==> src/design/hed_pkg.sv <==
// shared types, constants and the byte classifier of the character reference decoder
package hed_pkg;

   localparam int REF_WINDOW  = 10;
   localparam int PEND_DEPTH  = REF_WINDOW - 1;
   localparam int PEND_IDX_W  = $clog2(PEND_DEPTH);
   localparam int CNT_W       = $clog2(PEND_DEPTH + 1);
   localparam int RPL_DEPTH   = REF_WINDOW;
   localparam int RPL_IDX_W   = $clog2(RPL_DEPTH);
   localparam int RPL_W       = $clog2(RPL_DEPTH + 1);
   localparam int QUEUE_DEPTH = 4;
   localparam int QUEUE_IDX_W = $clog2(QUEUE_DEPTH);
   localparam int QUEUE_CNT_W = $clog2(QUEUE_DEPTH + 1);
   localparam int CP_W        = 21;
   localparam int NV_W        = CP_W + 4;

   localparam logic [CP_W-1:0] CP_MAX = 21'h10FFFF;

   localparam logic [7:0] CH_AMP   = 8'h26;
   localparam logic [7:0] CH_SEMI  = 8'h3B;
   localparam logic [7:0] CH_HASH  = 8'h23;
   localparam logic [7:0] CH_LX    = 8'h78;
   localparam logic [7:0] CH_UX    = 8'h58;
   localparam logic [7:0] CH_LT    = 8'h3C;
   localparam logic [7:0] CH_GT    = 8'h3E;
   localparam logic [7:0] CH_QUOT  = 8'h22;
   localparam logic [7:0] CH_APOS  = 8'h27;
   localparam logic [7:0] CH_SPACE = 8'h20;

   typedef struct packed {
      logic       is_amp;
      logic       is_semi;
      logic       is_hash;
      logic       is_xmark;
      logic       is_dec;
      logic       is_hex;
      logic [3:0] nibble;
   } byte_class_type;

   typedef struct packed {
      logic [7:0]     text_byte;
      byte_class_type cls;
   } entry_type;

   typedef struct packed {
      entry_type entry;
      logic      end_of_text;
   } item_type;

   function automatic byte_class_type classify(input logic [7:0] b);
      byte_class_type c;
      logic           dig;
      logic           alpha;
      dig   = (b >= 8'h30) && (b <= 8'h39);
      alpha = ((b >= 8'h61) && (b <= 8'h66)) || ((b >= 8'h41) && (b <= 8'h46));
      c.is_amp   = (b == CH_AMP);
      c.is_semi  = (b == CH_SEMI);
      c.is_hash  = (b == CH_HASH);
      c.is_xmark = (b == CH_LX) || (b == CH_UX);
      c.is_dec   = dig;
      c.is_hex   = dig || alpha;
      if (dig) begin
         c.nibble = b[3:0];
      end else if (alpha) begin
         c.nibble = b[3:0] + 4'd9;
      end else begin
         c.nibble = 4'd0;
      end
      return c;
   endfunction

endpackage

==> src/design/hed_if.sv <==
// request and response channel interfaces of the character reference decoder
interface hed_req_if;
   logic       valid;
   logic       ready;
   logic [7:0] text_byte;
   logic       end_of_text;

   modport source (output valid, output text_byte, output end_of_text, input ready);
   modport sink (input valid, input text_byte, input end_of_text, output ready);
endinterface

interface hed_rsp_if;
   logic       valid;
   logic       ready;
   logic [7:0] decoded_byte;
   logic       final_byte;

   modport source (output valid, output decoded_byte, output final_byte, input ready);
   modport sink (input valid, input decoded_byte, input final_byte, output ready);
endinterface

==> src/design/hed_front.sv <==
// front end: takes requests, classifies each byte and queues it for the scanner
module hed_front import hed_pkg::*; (
   input  logic     clock,
   input  logic     reset,
   hed_req_if.sink  req_port,
   output logic     q_valid,
   output item_type q_item,
   input  logic     q_pop
);

   item_type                 fifo_ff [QUEUE_DEPTH];
   logic [QUEUE_IDX_W-1:0]   wr_ff, wr_in;
   logic [QUEUE_IDX_W-1:0]   rd_ff, rd_in;
   logic [QUEUE_CNT_W-1:0]   cnt_ff, cnt_in;
   logic                     push;
   logic                     pop;
   item_type                 new_item;

   assign req_port.ready = (cnt_ff != QUEUE_CNT_W'(QUEUE_DEPTH));
   assign push           = req_port.valid && req_port.ready;
   assign q_valid        = (cnt_ff != '0);
   assign pop            = q_pop && q_valid;
   assign q_item         = fifo_ff[rd_ff];

   always_comb begin
      new_item.entry.text_byte = req_port.text_byte;
      new_item.entry.cls       = classify(req_port.text_byte);
      new_item.end_of_text     = req_port.end_of_text;
   end

   // queue depth is a power of two, so the pointers wrap by themselves
   always_comb begin
      wr_in  = push ? wr_ff + 1'b1 : wr_ff;
      rd_in  = pop ? rd_ff + 1'b1 : rd_ff;
      cnt_in = cnt_ff;
      if (push && !pop) begin
         cnt_in = cnt_ff + 1'b1;
      end else if (pop && !push) begin
         cnt_in = cnt_ff - 1'b1;
      end
   end

   always_ff @(posedge clock) begin
      if (reset) begin
         wr_ff  <= '0;
         rd_ff  <= '0;
         cnt_ff <= '0;
      end else begin
         wr_ff  <= wr_in;
         rd_ff  <= rd_in;
         cnt_ff <= cnt_in;
      end
   end

   always_ff @(posedge clock) begin
      if (push) begin
         fifo_ff[wr_ff] <= new_item;
      end
   end

endmodule

==> src/design/hed_back.sv <==
// back end: reference scanner with replay buffer, utf-8 encoder and output register
module hed_back import hed_pkg::*; (
   input  logic      clock,
   input  logic      reset,
   input  logic      q_valid,
   input  item_type  q_item,
   output logic      q_pop,
   hed_rsp_if.source rsp_port
);

   localparam logic [1:0] ST_RUN   = 2'd0;
   localparam logic [1:0] ST_UTF   = 2'd1;
   localparam logic [1:0] ST_FLUSH = 2'd2;
   localparam logic [1:0] ST_LAST  = 2'd3;

   localparam logic [7:0] CH_LA = 8'h61;
   localparam logic [7:0] CH_LB = 8'h62;
   localparam logic [7:0] CH_LG = 8'h67;
   localparam logic [7:0] CH_LL = 8'h6C;
   localparam logic [7:0] CH_LM = 8'h6D;
   localparam logic [7:0] CH_LN = 8'h6E;
   localparam logic [7:0] CH_LO = 8'h6F;
   localparam logic [7:0] CH_LP = 8'h70;
   localparam logic [7:0] CH_LQ = 8'h71;
   localparam logic [7:0] CH_LS = 8'h73;
   localparam logic [7:0] CH_LT_ = 8'h74;
   localparam logic [7:0] CH_LU = 8'h75;

   localparam logic [NV_W-1:0] CP_LIM = NV_W'(CP_MAX);

   typedef struct packed {
      logic [3:0][7:0] bytes;
      logic [1:0]      last;
   } utf_type;

   function automatic utf_type utf8_encode(input logic [CP_W-1:0] cp);
      utf_type u;
      u.bytes = '0;
      if (cp < CP_W'(21'h80)) begin
         u.bytes[0] = cp[7:0];
         u.last     = 2'd0;
      end else if (cp < CP_W'(21'h800)) begin
         u.bytes[0] = 8'hC0 | {3'b000, cp[10:6]};
         u.bytes[1] = 8'h80 | {2'b00, cp[5:0]};
         u.last     = 2'd1;
      end else if (cp < CP_W'(21'h10000)) begin
         u.bytes[0] = 8'hE0 | {4'b0000, cp[15:12]};
         u.bytes[1] = 8'h80 | {2'b00, cp[11:6]};
         u.bytes[2] = 8'h80 | {2'b00, cp[5:0]};
         u.last     = 2'd2;
      end else begin
         u.bytes[0] = 8'hF0 | {5'b00000, cp[20:18]};
         u.bytes[1] = 8'h80 | {2'b00, cp[17:12]};
         u.bytes[2] = 8'h80 | {2'b00, cp[11:6]};
         u.bytes[3] = 8'h80 | {2'b00, cp[5:0]};
         u.last     = 2'd3;
      end
      return u;
   endfunction

   entry_type          pend_ff [PEND_DEPTH];
   entry_type          rpl_ff [RPL_DEPTH];
   logic [1:0]         state_ff, state_in;
   logic               open_ff, open_in;
   logic [CNT_W-1:0]   pcnt_ff, pcnt_in;
   logic [CNT_W-1:0]   fcnt_ff, fcnt_in;
   logic [RPL_W-1:0]   rp_ff, rp_in;
   logic [RPL_W-1:0]   rlen_ff, rlen_in;
   logic [RPL_W-1:0]   opos_ff, opos_in;
   logic               eot_ff, eot_in;
   logic               hold_valid_ff, hold_valid_in;
   logic [7:0]         hold_byte_ff, hold_byte_in;
   logic               rsp_valid_ff, rsp_valid_in;
   logic [7:0]         rsp_byte_ff, rsp_byte_in;
   logic               rsp_final_ff, rsp_final_in;
   logic               dec_ok_ff, dec_ok_in;
   logic [CP_W-1:0]    dec_val_ff, dec_val_in;
   logic               hex_ok_ff, hex_ok_in;
   logic [CP_W-1:0]    hex_val_ff, hex_val_in;
   utf_type            utf_ff;
   logic [1:0]         utf_idx_ff, utf_idx_in;

   logic               advance;
   logic               src_rpl;
   entry_type          cur;
   logic [NV_W-1:0]    dec_nv;
   logic [NV_W-1:0]    hex_nv;
   logic               name_hit;
   logic [7:0]         name_ch;
   logic               hex_mode;
   logic               num_hit;
   logic               ref_hit;
   logic [CP_W-1:0]    cp_sel;
   utf_type            utf_new;
   logic [CNT_W-1:0]   fcnt_m1;
   logic               have_byte;
   logic               eot_mode;
   logic               emit_v;
   logic [7:0]         emit_b;
   logic               pend_we;
   logic               rpl_copy;
   logic               utf_load;
   logic               finish_push;

   assign advance = !rsp_valid_ff || rsp_port.ready;
   assign src_rpl = (rp_ff != rlen_ff);
   assign cur     = src_rpl ? rpl_ff[rp_ff[RPL_IDX_W-1:0]] : q_item.entry;

   // running numeric values, built as bytes are held
   assign dec_nv = (NV_W'(dec_val_ff) << 3) + (NV_W'(dec_val_ff) << 1) + NV_W'(cur.cls.nibble);
   assign hex_nv = (NV_W'(hex_val_ff) << 4) + NV_W'(cur.cls.nibble);

   always_comb begin
      name_hit = 1'b1;
      name_ch  = CH_AMP;
      priority if (pcnt_ff == CNT_W'(3) && pend_ff[0].text_byte == CH_LA
                   && pend_ff[1].text_byte == CH_LM && pend_ff[2].text_byte == CH_LP) begin
         name_ch = CH_AMP;
      end else if (pcnt_ff == CNT_W'(2) && pend_ff[0].text_byte == CH_LL
                   && pend_ff[1].text_byte == CH_LT_) begin
         name_ch = CH_LT;
      end else if (pcnt_ff == CNT_W'(2) && pend_ff[0].text_byte == CH_LG
                   && pend_ff[1].text_byte == CH_LT_) begin
         name_ch = CH_GT;
      end else if (pcnt_ff == CNT_W'(4) && pend_ff[0].text_byte == CH_LQ
                   && pend_ff[1].text_byte == CH_LU && pend_ff[2].text_byte == CH_LO
                   && pend_ff[3].text_byte == CH_LT_) begin
         name_ch = CH_QUOT;
      end else if (pcnt_ff == CNT_W'(4) && pend_ff[0].text_byte == CH_LA
                   && pend_ff[1].text_byte == CH_LP && pend_ff[2].text_byte == CH_LO
                   && pend_ff[3].text_byte == CH_LS) begin
         name_ch = CH_APOS;
      end else if (pcnt_ff == CNT_W'(4) && pend_ff[0].text_byte == CH_LN
                   && pend_ff[1].text_byte == CH_LB && pend_ff[2].text_byte == CH_LS
                   && pend_ff[3].text_byte == CH_LP) begin
         name_ch = CH_SPACE;
      end else begin
         name_hit = 1'b0;
      end
   end

   assign hex_mode = (pcnt_ff > CNT_W'(2)) && pend_ff[1].cls.is_xmark;
   assign num_hit  = (pcnt_ff >= CNT_W'(2)) && pend_ff[0].cls.is_hash
                     && (hex_mode ? (hex_ok_ff && hex_val_ff != '0)
                                  : (dec_ok_ff && dec_val_ff != '0));
   assign ref_hit  = name_hit || num_hit;
   assign cp_sel   = name_hit ? CP_W'(name_ch) : (hex_mode ? hex_val_ff : dec_val_ff);
   assign utf_new  = utf8_encode(cp_sel);
   assign fcnt_m1  = fcnt_ff - 1'b1;

   always_comb begin
      state_in      = state_ff;
      open_in       = open_ff;
      pcnt_in       = pcnt_ff;
      fcnt_in       = fcnt_ff;
      rp_in         = rp_ff;
      rlen_in       = rlen_ff;
      opos_in       = opos_ff;
      eot_in        = eot_ff;
      dec_ok_in     = dec_ok_ff;
      dec_val_in    = dec_val_ff;
      hex_ok_in     = hex_ok_ff;
      hex_val_in    = hex_val_ff;
      utf_idx_in    = utf_idx_ff;
      q_pop         = 1'b0;
      have_byte     = 1'b0;
      eot_mode      = eot_ff;
      emit_v        = 1'b0;
      emit_b        = '0;
      pend_we       = 1'b0;
      rpl_copy      = 1'b0;
      utf_load      = 1'b0;
      finish_push   = 1'b0;
      hold_valid_in = hold_valid_ff;
      hold_byte_in  = hold_byte_ff;
      rsp_valid_in  = rsp_valid_ff && !rsp_port.ready;
      rsp_byte_in   = rsp_byte_ff;
      rsp_final_in  = rsp_final_ff;

      if (advance) begin
         unique case (state_ff)
            ST_RUN: begin
               if (src_rpl) begin
                  have_byte = 1'b1;
                  rp_in     = rp_ff + 1'b1;
               end else if (eot_ff) begin
                  if (open_ff) begin
                     state_in = ST_FLUSH;
                     fcnt_in  = '0;
                  end else begin
                     state_in = ST_LAST;
                  end
               end else if (q_valid) begin
                  have_byte = 1'b1;
                  q_pop     = 1'b1;
                  eot_in    = q_item.end_of_text;
                  eot_mode  = q_item.end_of_text;
               end
               if (have_byte) begin
                  if (!open_ff) begin
                     if (cur.cls.is_amp) begin
                        open_in = 1'b1;
                        pcnt_in = '0;
                        opos_in = rp_ff + 1'b1;
                     end else begin
                        emit_v = 1'b1;
                        emit_b = cur.text_byte;
                     end
                  end else if (cur.cls.is_semi && ref_hit) begin
                     utf_load   = 1'b1;
                     utf_idx_in = '0;
                     state_in   = ST_UTF;
                     open_in    = 1'b0;
                     pcnt_in    = '0;
                  end else if (!cur.cls.is_semi && pcnt_ff < CNT_W'(PEND_DEPTH)) begin
                     pend_we = 1'b1;
                     pcnt_in = pcnt_ff + 1'b1;
                     if (pcnt_ff == '0) begin
                        dec_ok_in  = 1'b1;
                        dec_val_in = '0;
                        hex_ok_in  = 1'b1;
                        hex_val_in = '0;
                     end else begin
                        if (!cur.cls.is_dec || dec_nv > CP_LIM) begin
                           dec_ok_in = 1'b0;
                        end
                        dec_val_in = dec_nv[CP_W-1:0];
                        if (pcnt_ff >= CNT_W'(2)) begin
                           if (!cur.cls.is_hex || hex_nv > CP_LIM) begin
                              hex_ok_in = 1'b0;
                           end
                           hex_val_in = hex_nv[CP_W-1:0];
                        end
                     end
                  end else begin
                     // failed reference: literal '&', then rescan what followed it
                     emit_v  = 1'b1;
                     emit_b  = CH_AMP;
                     open_in = 1'b0;
                     pcnt_in = '0;
                     if (src_rpl) begin
                        rp_in = opos_ff;
                     end else begin
                        rpl_copy = 1'b1;
                        rp_in    = '0;
                        rlen_in  = RPL_W'(pcnt_ff) + RPL_W'(1);
                     end
                  end
               end
            end
            ST_UTF: begin
               emit_v = 1'b1;
               emit_b = utf_ff.bytes[utf_idx_ff];
               if (utf_idx_ff == utf_ff.last) begin
                  state_in = ST_RUN;
               end else begin
                  utf_idx_in = utf_idx_ff + 1'b1;
               end
            end
            ST_FLUSH: begin
               emit_v = 1'b1;
               emit_b = (fcnt_ff == '0) ? CH_AMP : pend_ff[fcnt_m1[PEND_IDX_W-1:0]].text_byte;
               if (fcnt_ff == pcnt_ff) begin
                  state_in = ST_LAST;
               end else begin
                  fcnt_in = fcnt_ff + 1'b1;
               end
            end
            ST_LAST: begin
               finish_push   = 1'b1;
               state_in      = ST_RUN;
               eot_in        = 1'b0;
               open_in       = 1'b0;
               pcnt_in       = '0;
               hold_valid_in = 1'b0;
            end
            default: begin
               state_in = ST_RUN;
            end
         endcase

         // end-of-text bytes wait in the hold register so the last one can be marked
         if (finish_push) begin
            rsp_valid_in = 1'b1;
            rsp_byte_in  = hold_byte_ff;
            rsp_final_in = 1'b1;
         end else if (emit_v) begin
            if (eot_mode) begin
               hold_valid_in = 1'b1;
               hold_byte_in  = emit_b;
               if (hold_valid_ff) begin
                  rsp_valid_in = 1'b1;
                  rsp_byte_in  = hold_byte_ff;
                  rsp_final_in = 1'b0;
               end
            end else begin
               rsp_valid_in = 1'b1;
               rsp_byte_in  = emit_b;
               rsp_final_in = 1'b0;
            end
         end
      end
   end

   always_ff @(posedge clock) begin
      if (reset) begin
         state_ff      <= ST_RUN;
         open_ff       <= 1'b0;
         pcnt_ff       <= '0;
         rp_ff         <= '0;
         rlen_ff       <= '0;
         eot_ff        <= 1'b0;
         hold_valid_ff <= 1'b0;
         rsp_valid_ff  <= 1'b0;
      end else begin
         state_ff      <= state_in;
         open_ff       <= open_in;
         pcnt_ff       <= pcnt_in;
         rp_ff         <= rp_in;
         rlen_ff       <= rlen_in;
         eot_ff        <= eot_in;
         hold_valid_ff <= hold_valid_in;
         rsp_valid_ff  <= rsp_valid_in;
      end
   end

   always_ff @(posedge clock) begin
      fcnt_ff      <= fcnt_in;
      opos_ff      <= opos_in;
      hold_byte_ff <= hold_byte_in;
      rsp_byte_ff  <= rsp_byte_in;
      rsp_final_ff <= rsp_final_in;
      dec_ok_ff    <= dec_ok_in;
      dec_val_ff   <= dec_val_in;
      hex_ok_ff    <= hex_ok_in;
      hex_val_ff   <= hex_val_in;
      utf_idx_ff   <= utf_idx_in;
      if (utf_load) begin
         utf_ff <= utf_new;
      end
      if (pend_we) begin
         pend_ff[pcnt_ff[PEND_IDX_W-1:0]] <= cur;
      end
      if (rpl_copy) begin
         for (int k = 0; k < PEND_DEPTH; k++) begin
            rpl_ff[k] <= pend_ff[k];
         end
         rpl_ff[RPL_IDX_W'(pcnt_ff)] <= cur;
      end
   end

   assign rsp_port.valid        = rsp_valid_ff;
   assign rsp_port.decoded_byte = rsp_byte_ff;
   assign rsp_port.final_byte   = rsp_final_ff;

endmodule

==> src/design/html_entity_decoder_core.sv <==
// top level of the html character reference decoder: front end, request queue, scanner
// path: a plain byte passes the request queue and the output register before it is offered
// throughput, while the output does not stall: one plain byte per cycle if one is queued;
// utf-8 bytes of a decoded reference, and a failed reference's replay of its held bytes and
// the failing byte (up to ten), one a cycle; end of text flushes '&' and any held bytes
// reset: synchronous, clears queue, scanner and output state; held bytes need no clearing
module html_entity_decoder_core import hed_pkg::*; (
   input  logic      clock,
   input  logic      reset,
   hed_req_if.sink   req_port,
   hed_rsp_if.source rsp_port
);

   logic     q_valid;
   logic     q_pop;
   item_type q_item;

   hed_front u_front (
      .clock    (clock),
      .reset    (reset),
      .req_port (req_port),
      .q_valid  (q_valid),
      .q_item   (q_item),
      .q_pop    (q_pop)
   );

   hed_back u_back (
      .clock    (clock),
      .reset    (reset),
      .q_valid  (q_valid),
      .q_item   (q_item),
      .q_pop    (q_pop),
      .rsp_port (rsp_port)
   );

endmodule

==> src/flat_wrapper.sv <==
// flat-port wrapper written by rule: the top's interface ports become plain ports
module html_entity_decoder_core_flat import hed_pkg::*;
  (clock, reset, req_port_valid, req_port_text_byte, req_port_end_of_text, req_port_ready, rsp_port_valid, rsp_port_decoded_byte, rsp_port_final_byte, rsp_port_ready);
  hed_req_if req_port_i ();
  hed_rsp_if rsp_port_i ();
  input  logic clock;
  input  logic reset;
  input wire logic [$bits(req_port_i.valid)-1:0] req_port_valid;
  input wire logic [$bits(req_port_i.text_byte)-1:0] req_port_text_byte;
  input wire logic [$bits(req_port_i.end_of_text)-1:0] req_port_end_of_text;
  output wire logic [$bits(req_port_i.ready)-1:0] req_port_ready;
  output wire logic [$bits(rsp_port_i.valid)-1:0] rsp_port_valid;
  output wire logic [$bits(rsp_port_i.decoded_byte)-1:0] rsp_port_decoded_byte;
  output wire logic [$bits(rsp_port_i.final_byte)-1:0] rsp_port_final_byte;
  input wire logic [$bits(rsp_port_i.ready)-1:0] rsp_port_ready;
  assign req_port_i.valid = req_port_valid;
  assign req_port_i.text_byte = req_port_text_byte;
  assign req_port_i.end_of_text = req_port_end_of_text;
  assign req_port_ready = req_port_i.ready;
  assign rsp_port_valid = rsp_port_i.valid;
  assign rsp_port_decoded_byte = rsp_port_i.decoded_byte;
  assign rsp_port_final_byte = rsp_port_i.final_byte;
  assign rsp_port_i.ready = rsp_port_ready;
  html_entity_decoder_core u_core (.clock(clock), .reset(reset), .req_port(req_port_i), .rsp_port(rsp_port_i));
endmodule
==> config.mk <==
export PLATFORM = sky130hd
export DESIGN_NAME = html_entity_decoder_core_flat
export DESIGN_NICKNAME = d
export VERILOG_FILES = /design/src/design/hed_pkg.sv /design/src/design/hed_if.sv /design/src/design/hed_front.sv /design/src/design/hed_back.sv /design/src/design/html_entity_decoder_core.sv /design/src/flat_wrapper.sv
export SDC_FILE = /design/constraint.sdc
export NUM_CORES = 1
export LEC_CHECK = 0
export BUFFER_PORTS_ARGS = -buffer_cell sky130_fd_sc_hd__buf_2
export CORE_MARGIN = 5
export CORE_UTILIZATION = 40
export DETAILED_ROUTE_END_ITERATION = 16
export PLACE_DENSITY = 0.54
export SLEW_MARGIN = 30
export SYNTH_ARGS = -nofsm -noshare
export SYNTH_HDL_FRONTEND = slang
export SYNTH_SLANG_ARGS = --single-unit
export TNS_END_PERCENT = 20
==> constraint.sdc <==
create_clock -name clock -period 8.3 [get_ports clock]
set_input_delay 0 -clock clock [delete_from_list [all_inputs] [get_ports clock]]
set_output_delay 0 -clock clock [all_outputs]
set_load 0.03 [all_outputs]
After elaboration in Yosys (flattened, before gate mapping)
Memories as Yosys holds them, arrays and structs flattened. A register that Yosys moved wholly into a read port is not among the register bits.
Cells that the tools add are included.
{"block": "totals", "register_bits": 130, "mem_bits_rw": 418, "out_inout_bits": 11, "elab_cells": 326, "mem_count": 3}
{"name": "u_core.u_back.rpl_ff", "depth": 10, "width": 18, "read_ports": 1, "rd_ports_with_merged_regs": 1, "write_ports": 10, "line_no": "hed_back.sv:62", "rtl": "entry_type rpl_ff [RPL_DEPTH];"}
{"name": "u_core.u_back.pend_ff", "depth": 9, "width": 18, "read_ports": 10, "rd_ports_with_merged_regs": 0, "write_ports": 1, "line_no": "hed_back.sv:61", "rtl": "entry_type pend_ff [PEND_DEPTH];"}
{"name": "u_core.u_front.fifo_ff", "depth": 4, "width": 19, "read_ports": 1, "rd_ports_with_merged_regs": 1, "write_ports": 1, "line_no": "hed_front.sv:11", "rtl": "item_type fifo_ff [QUEUE_DEPTH];"}
{"block": "classes", "add_sub_neg": 13, "order_cmp": 15, "eq_ne": 42, "mux": 139, "bitwise_logic": 5, "n_reduce_logical": 80}
{"operator": "$eq 8x7->1 const B", "n": 18}
{"operator": "$mux 8", "n": 13}
{"operator": "$mux 4", "n": 19}
{"operator": "$mux 1", "n": 71}
{"operator": "$mux 21", "n": 3}
{"operator": "$add 25x4->25", "n": 2}
{"operator": "$gt 25x21->1 const B", "n": 2}
{"operator": "$reduce_bool 21->1", "n": 2}
{"operator": "$mux 18", "n": 2}
{"operator": "$logic_and 1x1->1", "n": 34}
{"operator": "$mux 2", "n": 13}
{"operator": "$add 24x22->25", "n": 1}
{"operator": "$eq 8x6->1 const B", "n": 3}
{"operator": "$mux 24", "n": 1}
{"operator": "$pmux 8 s3", "n": 1}
{"operator": "$lt 21x12->1 const B", "n": 1}
{"operator": "$lt 21x17->1 const B", "n": 1}
{"operator": "$lt 21x8->1 const B", "n": 1}
{"operator": "$reduce_and 7->1", "n": 3}
{"operator": "$ne 2x2->1 const B", "n": 9}
{"operator": "$reduce_and 6->1", "n": 3}
{"operator": "$bmux 8 s2", "n": 1}
{"operator": "$ge 8x7->1 const B", "n": 2}
{"operator": "$le 8x7->1 const B", "n": 2}
{"operator": "42 further kinds", "n": 86}

Depth between registers and ports, before layout
Gate-level depths: netlist of the first run.
An unclocked memory read counts as a cell.
{"block": "logic_depth", "ltp_word": 22, "mapped_depth": 21, "depth_no_buf": 16}

Hierarchy
From an unflattened synthesis of the first run, not the netlist that was laid out.
{"block": "unflattened", "hier_cells": 1940, "area_unflattened_um2": 32159.6}
{"mod": "hed_back", "n_inst": 1, "cells_each": 1755, "area_each_um2": 28665.0}
{"mod": "hed_front", "n_inst": 1, "cells_each": 185, "area_each_um2": 3494.6}

Worst setup path before layout of the first run
OpenSTA, ideal clock, no wires.
{"block": "synth_path", "path_type": "flip-flop to flip-flop", "start": "register u_core.u_back.pcnt_ff[0]", "end": "memory u_core.u_back.rpl_ff[12][0] in the netlist's numbering (enable)", "t_arrival_ns": 5.640, "setup_slack_ns": 2.284, "stages_incl_launch_ff": 12, "synth_period_minus_slack_ns": 6.016, "cell_sequence": "dfxtp_1 inv_1 ha_1 buf_2 nand4bb_1 or4_1 nor4_1 a2111oi_2 a31oi_4 nor2_1 clkbuf_1 and4_1"}
{"item": "start: declaration", "line_no": "hed_back.sv:65", "rtl": "logic [CNT_W-1:0] pcnt_ff, pcnt_in;"}
{"item": "start signal: assignment", "line_no": "hed_back.sv:318", "rtl": "pcnt_ff <= pcnt_in;"}
{"item": "end: declaration", "line_no": "hed_back.sv:62"}

==> impl_results.md, run 1 <==
- Clk buf depth: 3
- Share of cells above drive strength 1: 25.4%
- CP delay by family, top: compound AO/OA/AOI/OAI gates
- Detailed-route via count: about 18000
- Antenna-violating nets left: 0
- Fin util: between 40 and 50%
- Clk Latency, worst-skew pair: 0.62 ns
- Ports: 24
- Tcrit/Tclk final: a little over two thirds
- Setup CP Type: reg -> reg
- Cell count after synthesis: slightly below 2000
- Initial Utilization: approximately two fifths
- GRT overflow: 0
- Fillcell total: between 6000 and 7000
- First-pass GRT wire length: 125 mm
- Largest net degree at the start of global routing: 47
- Fin Setup TNS: 0 ns
- Port Buffers: 23
- Async SR Flop Fraction: 0%
- Max Slew Vio Count: 0
- DRC Markers: 0
- WP buf/inv: 2
- CP endpoint kind: flop
- Die ar.: roughly 87000 sq um
- Num Clock Sinks: 714
- Crit-path slowest cell: dfxtp_4
- Critical Path Max Stage Delay: 0.83 ns
- Worst VDD drop: about 0.18 mV
- Core Area: 80300 sq um
- Seq/Total Area, Yosys: around two thirds
- GPL Wtd Cong: roughly 0.85
- Die W: about 300 um
- Distinct cells, synth: between 80 and 90
- GRT Total Usage: 19.1%
- DRT Pass-1 Iters: 6
- Synth Cell Area: 32300 sq um
- Critical Path RT: 8.60 ns
- Tightest Hold Check Type: in -> reg
- RSZ-0062 raised after global routing: false
- Syn avg cell area: roughly 16 sq um
- Final #Nets: approximately 2100
- Final Hold Fails: 0
- Crit path time final: between 5 and 6 ns
- Detailed Route Iter0 Violations: around 1800
- Power per cell area: 321 nW/um^2
- Status: finished clean
- Cts hold-fix bufs: 13
- # resized after CTS: 0
- Initial antenna violation count: 0
- Clock skew: about 0.025 ns
- Yosys Warn Count: 0
- Die Y-Extent: slightly below 300 um
- Post-CTS Setup Inserts: 0
- Wire per inst: 26.2 um
- Max FO, Critical Path: 36
- Crit start category: flop
- CTS tree: done
- Root Driver: clkbuf_16
- Yosys reg bits: ~710
- Leading register cell type out of synthesis: edfxtp_1
- Vias in the first global route: ~18000
- Crit path DAT: about 6.2 ns
- Fmax: around 0.17 GHz
- Row count: about 100
- Crit-path cells: mux4_2, mux4_2, nand2_1, nand2_1, inv_1, fa_1, inv_1, ha_1, a211oi_1, nor2_1, o31a_1, o21a_1, a311oi_1, xor2_1, a41o_1, a31oi_1
- Number of synthesized flops with an enable pin: 683
- Number of antenna repair diodes: 0
- Number of max-cap violations: 0
- P&R area growth vs syn: 12.9%
- Final HPWL DP: between 50 and 60 mm
- Tightest Pin Transition: 0.917 ns
- Clk pin slew, worst setup/hold paths: roughly 0.060 ns
- Slew headroom: roughly two fifths
- Final wirelength: between 80 and 90 mm
- H-Tree Depth: 3
- Final setup fails: 0
- Lkg Pwr: approximately 12 nW
- Number of buffers created by CTS: 79
- Vias/cell: 5.72
## stage by stage
| stage | std cells | instance area [sq um] | hold WS [ns] | power (mW) | setup slack, ns |
|---|---|---|---|---|---|
| after floorplan | 2003 | 32400 | 0.0989 | 7.10 | 2.28 |
| after global placement | 3022 | 33800 | 0.233 | 8.38 | 2.49 |
| after detailed placement | 3023 | 33900 | 0.245 | 8.46 | 2.38 |
| after CTS | 3178 | 36500 | 0.143 | 11.8 | 2.36 |
| after global routing | 3178 | 36500 | 0.181 | 12.3 | 1.97 |
| final | 3178 | 36500 | 0.189 | 11.7 | 2.42 |
## synth_stat cells (7+ instances only)
cell	n	area, sq um
ha_1	66	826
o21ai_0	47	235
buf_2	20	100
and4_1	7	61.3
inv_1	40	150
nor4_1	11	68.8
nand2_1	107	402
dfxtp_1	31	621
and2_1	31	194
mux2i_1	27	270
a311oi_1	9	78.8
a21oi_1	51	255
edfxtp_1	683	20500
mux2_1	7	78.8
a31oi_1	12	75.1
nor2_1	109	409
and3_1	29	181
buf_1	12	45.0
a21o_1	10	75.1
clkbuf_1	68	255
xnor2_1	18	158
nand4_1	11	68.8
o31ai_1	7	52.6
xor2_1	18	158
mux2_2	148	1670
nor2b_1	25	156
or4_1	11	82.6
mux4_2	148	3330
nor3_1	25	125
a211oi_1	21	158
mux2_4	9	135
a221oi_1	7	61.3
nand3_1	17	85.1
nand2b_1	15	93.8
## registers in the layout, indices dropped and copies added (netlist names), 2 cells and up, named ones only
signal / cells
u_core.u_back.rp_ff: 4
u_core.u_front.wr_ff: 2
u_core.u_back.rsp_port.decoded_byte: 8
u_core.u_back.rlen_ff: 4
u_core.u_back.hold_byte_ff: 8
u_core.u_back.dec_val_ff: 21
u_core.u_back.pcnt_ff: 4
u_core.u_front.fifo_ff: 76
u_core.u_back.fcnt_ff: 4
u_core.u_back.utf_ff: 30
u_core.u_back.state_ff: 2
u_core.u_back.utf_idx_ff: 2
u_core.u_front.rd_ff: 2
u_core.u_back.rpl_ff: 288
u_core.u_back.opos_ff: 4
u_core.u_front.cnt_ff: 3
u_core.u_back.pend_ff: 218
u_core.u_back.hex_val_ff: 21
## where the power goes
| group | leakage [nW] | switching, mW | internal, mW |
|---|---|---|---|
| sequential | 6.48 | 0.230 | 4.77 |
| combinational | 4.47 | 2.24 | 1.13 |
| clock | 1.21 | 1.42 | 1.95 |
## final cells by class
class,count,area (sq um),area share [%]
clock buffer,91,2070,5.68
timing repair buffer,81,603,1.65
tap,1060,1330,3.63
multi-input combinational,1140,10800,29.6
clock inverter,51,390,1.07
inverter,41,154,0.422
sequential,714,21100,57.9
## placed cells by master (no fill, tap or decap), types with 11 or more instances in the layout
master         count
nand3_1           17
mux2_2           148
conb_1            32
nand2_1          106
or4_1             11
buf_4             44
clkbuf_16         81
nor2b_1           25
and2_1            31
o21ai_0           47
clkinv_1          22
dlygate4sd3_1     13
nand4_1           11
a21oi_1           51
inv_1             40
nor2_1           101
a31oi_1           12
edfxtp_1         683
buf_2             23
xnor2_1           18
and3_1            17
clkinv_2          17
nor3_1            24
mux4_2           148
xor2_1            18
ha_1              66
and3_2            12
dfxtp_1           29
nor4_1            11
a211oi_1          21
mux2i_1           27
nand2b_1          15
## logic make-up (layout without fill, tap and decap cells)
family | after synthesis | in the layout | synth area share (%)
AOI/OAI and AO/OA | 220 | 220 | 4.61
xor gates and xnor gates | 36 | 36 | 0.976
adders and majority gates | 69 | 69 | 2.74
buffers and inverters | 149 | 264 | 1.97
DFF | 714 | 714 | 65.4
muxes | 340 | 340 | 17.0
other | 1 | 32 | 0.0116
and+or+nand+nor | 443 | 443 | 7.26
## final timing paths
path / endpoint / startpoint / cells after the start / slack (ns)
setup reg to reg: u_core.u_back.dec_ok_ff / flop / 16 / 2.42
hold reg to reg: u_core.u_back.hold_valid_ff / u_core.u_back.hold_valid_ff / 2 / 0.47
setup / recovery: u_core.u_back.dec_ok_ff / flop / 16 / 2.42
hold / removal: u_core.u_front.fifo_ff[1][16] / req_port_text_byte[5] / 2 / 0.19
## metal layers
metal	track usage (%)	vias up	wire length [um]
li1	-	8000	-
met1	28.3	9540	38100
met2	30.4	549	39400
met3	2.82	92	4120
met4	4.35	0	1740
met5	0	-	0
Note: power is estimated with default switching activity, not from simulation.
==> inputs of run 2 (changes only) <==
- clock period: 8.3 -> 6.1 ns (I/O delays scaled with it)
==> impl_results.md, run 2 (synthesis results as in run 1) <==
- RSZ-0062 raised after global routing: false
- Tightest Hold Check Type: in -> reg
- Crit start category: flop
- Final Power: 15.9 mW
- First-pass GRT wire length: 124 mm
- Port Buffers: 23
- Crit-path slowest cell: dfxtp_4
- Hold depth: 2
- Clk Latency, worst-skew pair: about 0.63 ns
- Die W: ~290 um
- Most common cell after layout, fill and taps aside: edfxtp_1
- P&R area growth vs syn: 13.2%
- Number of antenna repair diodes: 0
- Share of cells above drive strength 1: between 20% and 30%
- Fmax: 0.195 GHz
- Worst hold start: req_port_text_byte[7]
- Vias/cell: roughly 5.7
- Slew headroom: 38.5%
- Worst VDD drop: around 0.26 mV
- Lkg Pwr: about 12 nW
- Number of max-cap violations: 0
- Root Driver: clkbuf_16
- GRT overflow: 0
- Die ar.: roughly 87000 sq um
- Final #Nets: 2159
- DRC Markers: 0
- Max reg flops: 288
- Antenna-violating nets left: 0
- Final HPWL DP: between 50 and 60 mm
- Wire per inst: 26.5 um
- Num Clock Sinks: 714
- Crit-path cells: mux4_2, mux4_2, nand2_1, nand2_1, inv_1, fa_1, inv_1, ha_1, a211oi_1, nor2_1, o31a_1, o21a_1, a311oi_1, xor2_1, a41o_1, a31oi_1
- Combinational Power Share: 28.6%
- Vias in the first global route: approximately 18000
- GRT Total Usage: between 10% and 20%
- Max FO, Critical Path: 17
- Critical Path Max Stage Delay: around 0.55 ns
- Internal: 10.7 mW
- Row count: 104
- Highest-count cells in the layout ignoring fill and taps: edfxtp_1 (683), mux4_2 (148), mux2_2 (148)
- Clk pin slew, worst setup/hold paths: about 0.060 ns
- H-Tree Depth: 3
- Setup CP Type: reg -> reg
- Power per cell area: around 430 nW/um^2
- CP endpoint kind: flop
- Ports: 24
- Final non-filler cell total: between 3000 and 4000
- Detailed-route via count: about 18000
- Clock share of power: 28.7%
- Largest net degree at the start of global routing: between 80 and 90
- Tightest Pin Transition: 0.920 ns
- Core Area: between 80000 and 90000 sq um
- Initial Utilization: 40.3%
- Max Slew Vio Count: 0
- Placed insts: ~3000
- Pre-CTS setup slack: about 1.0 ns
- Die Y-Extent: ~290 um
- Reg2Reg Setup Slack: between 0.9 and 1 ns
- DRT Pass-1 Iters: 5
- Fin Setup TNS: 0 ns
- Initial antenna violation count: 1
- Sw frac: around a third
- Switch Pwr: approximately 5.2 mW
- Status: finished clean
- Final wirelength: approximately 85 mm
- Critical Path RT: 6.43 ns
- GPL Wtd Cong: a little over 0.8
- R2R cell count: 16
- Crit path DAT: ~5.5 ns
- Clock skew: between 0.02 and 0.025 ns
- Crit path time final: just over 5 ns
- Final WS setup: 0.978 ns
- Hold EP: u_core.u_front.fifo_ff[3][18]
- Detailed Route Iter0 Violations: approximately 1800
- Final Hold Fails: 0
- Tcrit/Tclk final: 84.0%
- Clk buf depth: 3
- CTS tree: done
- Most flop-heavy register: u_core.u_back.rpl_ff
- Number of buffers created by CTS: about 80
- Seq pwr share: between 40% and 50%
- # resized after CTS: 0
- Final setup fails: 0
- Fin util: 45.6%
- Reg2reg end: u_core.u_back.dec_ok_ff
==> run 2: cell count changes in the layout (fill, tap and decap cells not counted), sizes merged <==
cell | before | now
bufinv | 5 | 4
clkinv | 40 | 34
dlygate4sd3 | 13 | 12
clkbuf | 91 | 102
buf | 68 | 89
clkinvlp | 4 | 2
inv | 43 | 42
==> run 2: worst max path at each step <==
stage,slack (ns),endpoint,start
4_1_cts,1.00,u_core.u_back.dec_ok_ff,flop
3_5_place_dp,1.01,u_core.u_back.dec_ok_ff,flop
6_report,0.98,u_core.u_back.dec_ok_ff,flop
5_1_grt,0.75,u_core.u_back.dec_ok_ff,flop
2_1_floorplan,0.08,u_core.u_back.rpl_ff[12][0],u_core.u_back.pcnt_ff[0]
3_3_place_gp,1.05,u_core.u_back.dec_ok_ff,flop
==> run 2: routing by layer <==
| metal | global-route usage [%] | vias up | part of all wire [%] | routed length, um |
|---|---|---|---|---|
| met3 | 3.58 | 126 | 5.3 | 4500 |
| met4 | 5.28 | 0 | 2.6 | 2190 |
| li1 | - | 8020 | - | - |
| met5 | 0 | - | 0 | 0 |
| met2 | 30.6 | 533 | 47 | 40300 |
| met1 | 27.5 | 9471 | 45 | 37900 |
==> run 2: critical path: cells and delay by family (launching register included) <==
kind | cells | cell delay (ns)
simple gates | 3 | 0.28
fa+ha+maj | 2 | 0.68
mux | 2 | 1.06
flops | 1 | 0.55
compound gates | 6 | 1.83
xor+xnor | 1 | 0.17
buf+inv | 2 | 0.23
==> run 2: power groups by stage <==
stage	logic (mW)	clock network [mW]	registers, mW
after floorplan	2.88	0	6.78
after global placement	4.49	0	6.85
after detailed placement	4.56	0	6.87
after CTS	4.58	4.67	6.77
after global routing	4.91	4.86	6.81
final	4.54	4.56	6.76
==> run 2: layout make-up <==
class	instances	area (sq um)
Fill cell	6941	43700
Inverter	41	154
Sequential cell	714	21100
Clock inverter	41	365
Clock buffer	102	2090
Timing Repair Buffer	101	743
Tap cell	1060	1330
Multi-Input combinational cell	1140	10800
==> run 2: per-stage QoR <==
step	instance area, sq um	hold WS, ns
finish	36600	0.175
global route	36600	0.171
CTS	36600	0.143
detailed placement	34000	0.233
global placement	34000	0.228
floorplan	32400	0.0989
==> run 2: what timing repair did <==
action / 4_1_cts / 5_1_grt
endpoints found under the hold margin: 89 / 0
setup endpoints to repair: 0 / 0
setup buffers: 0 / 0
hold buffers: 12 / 0
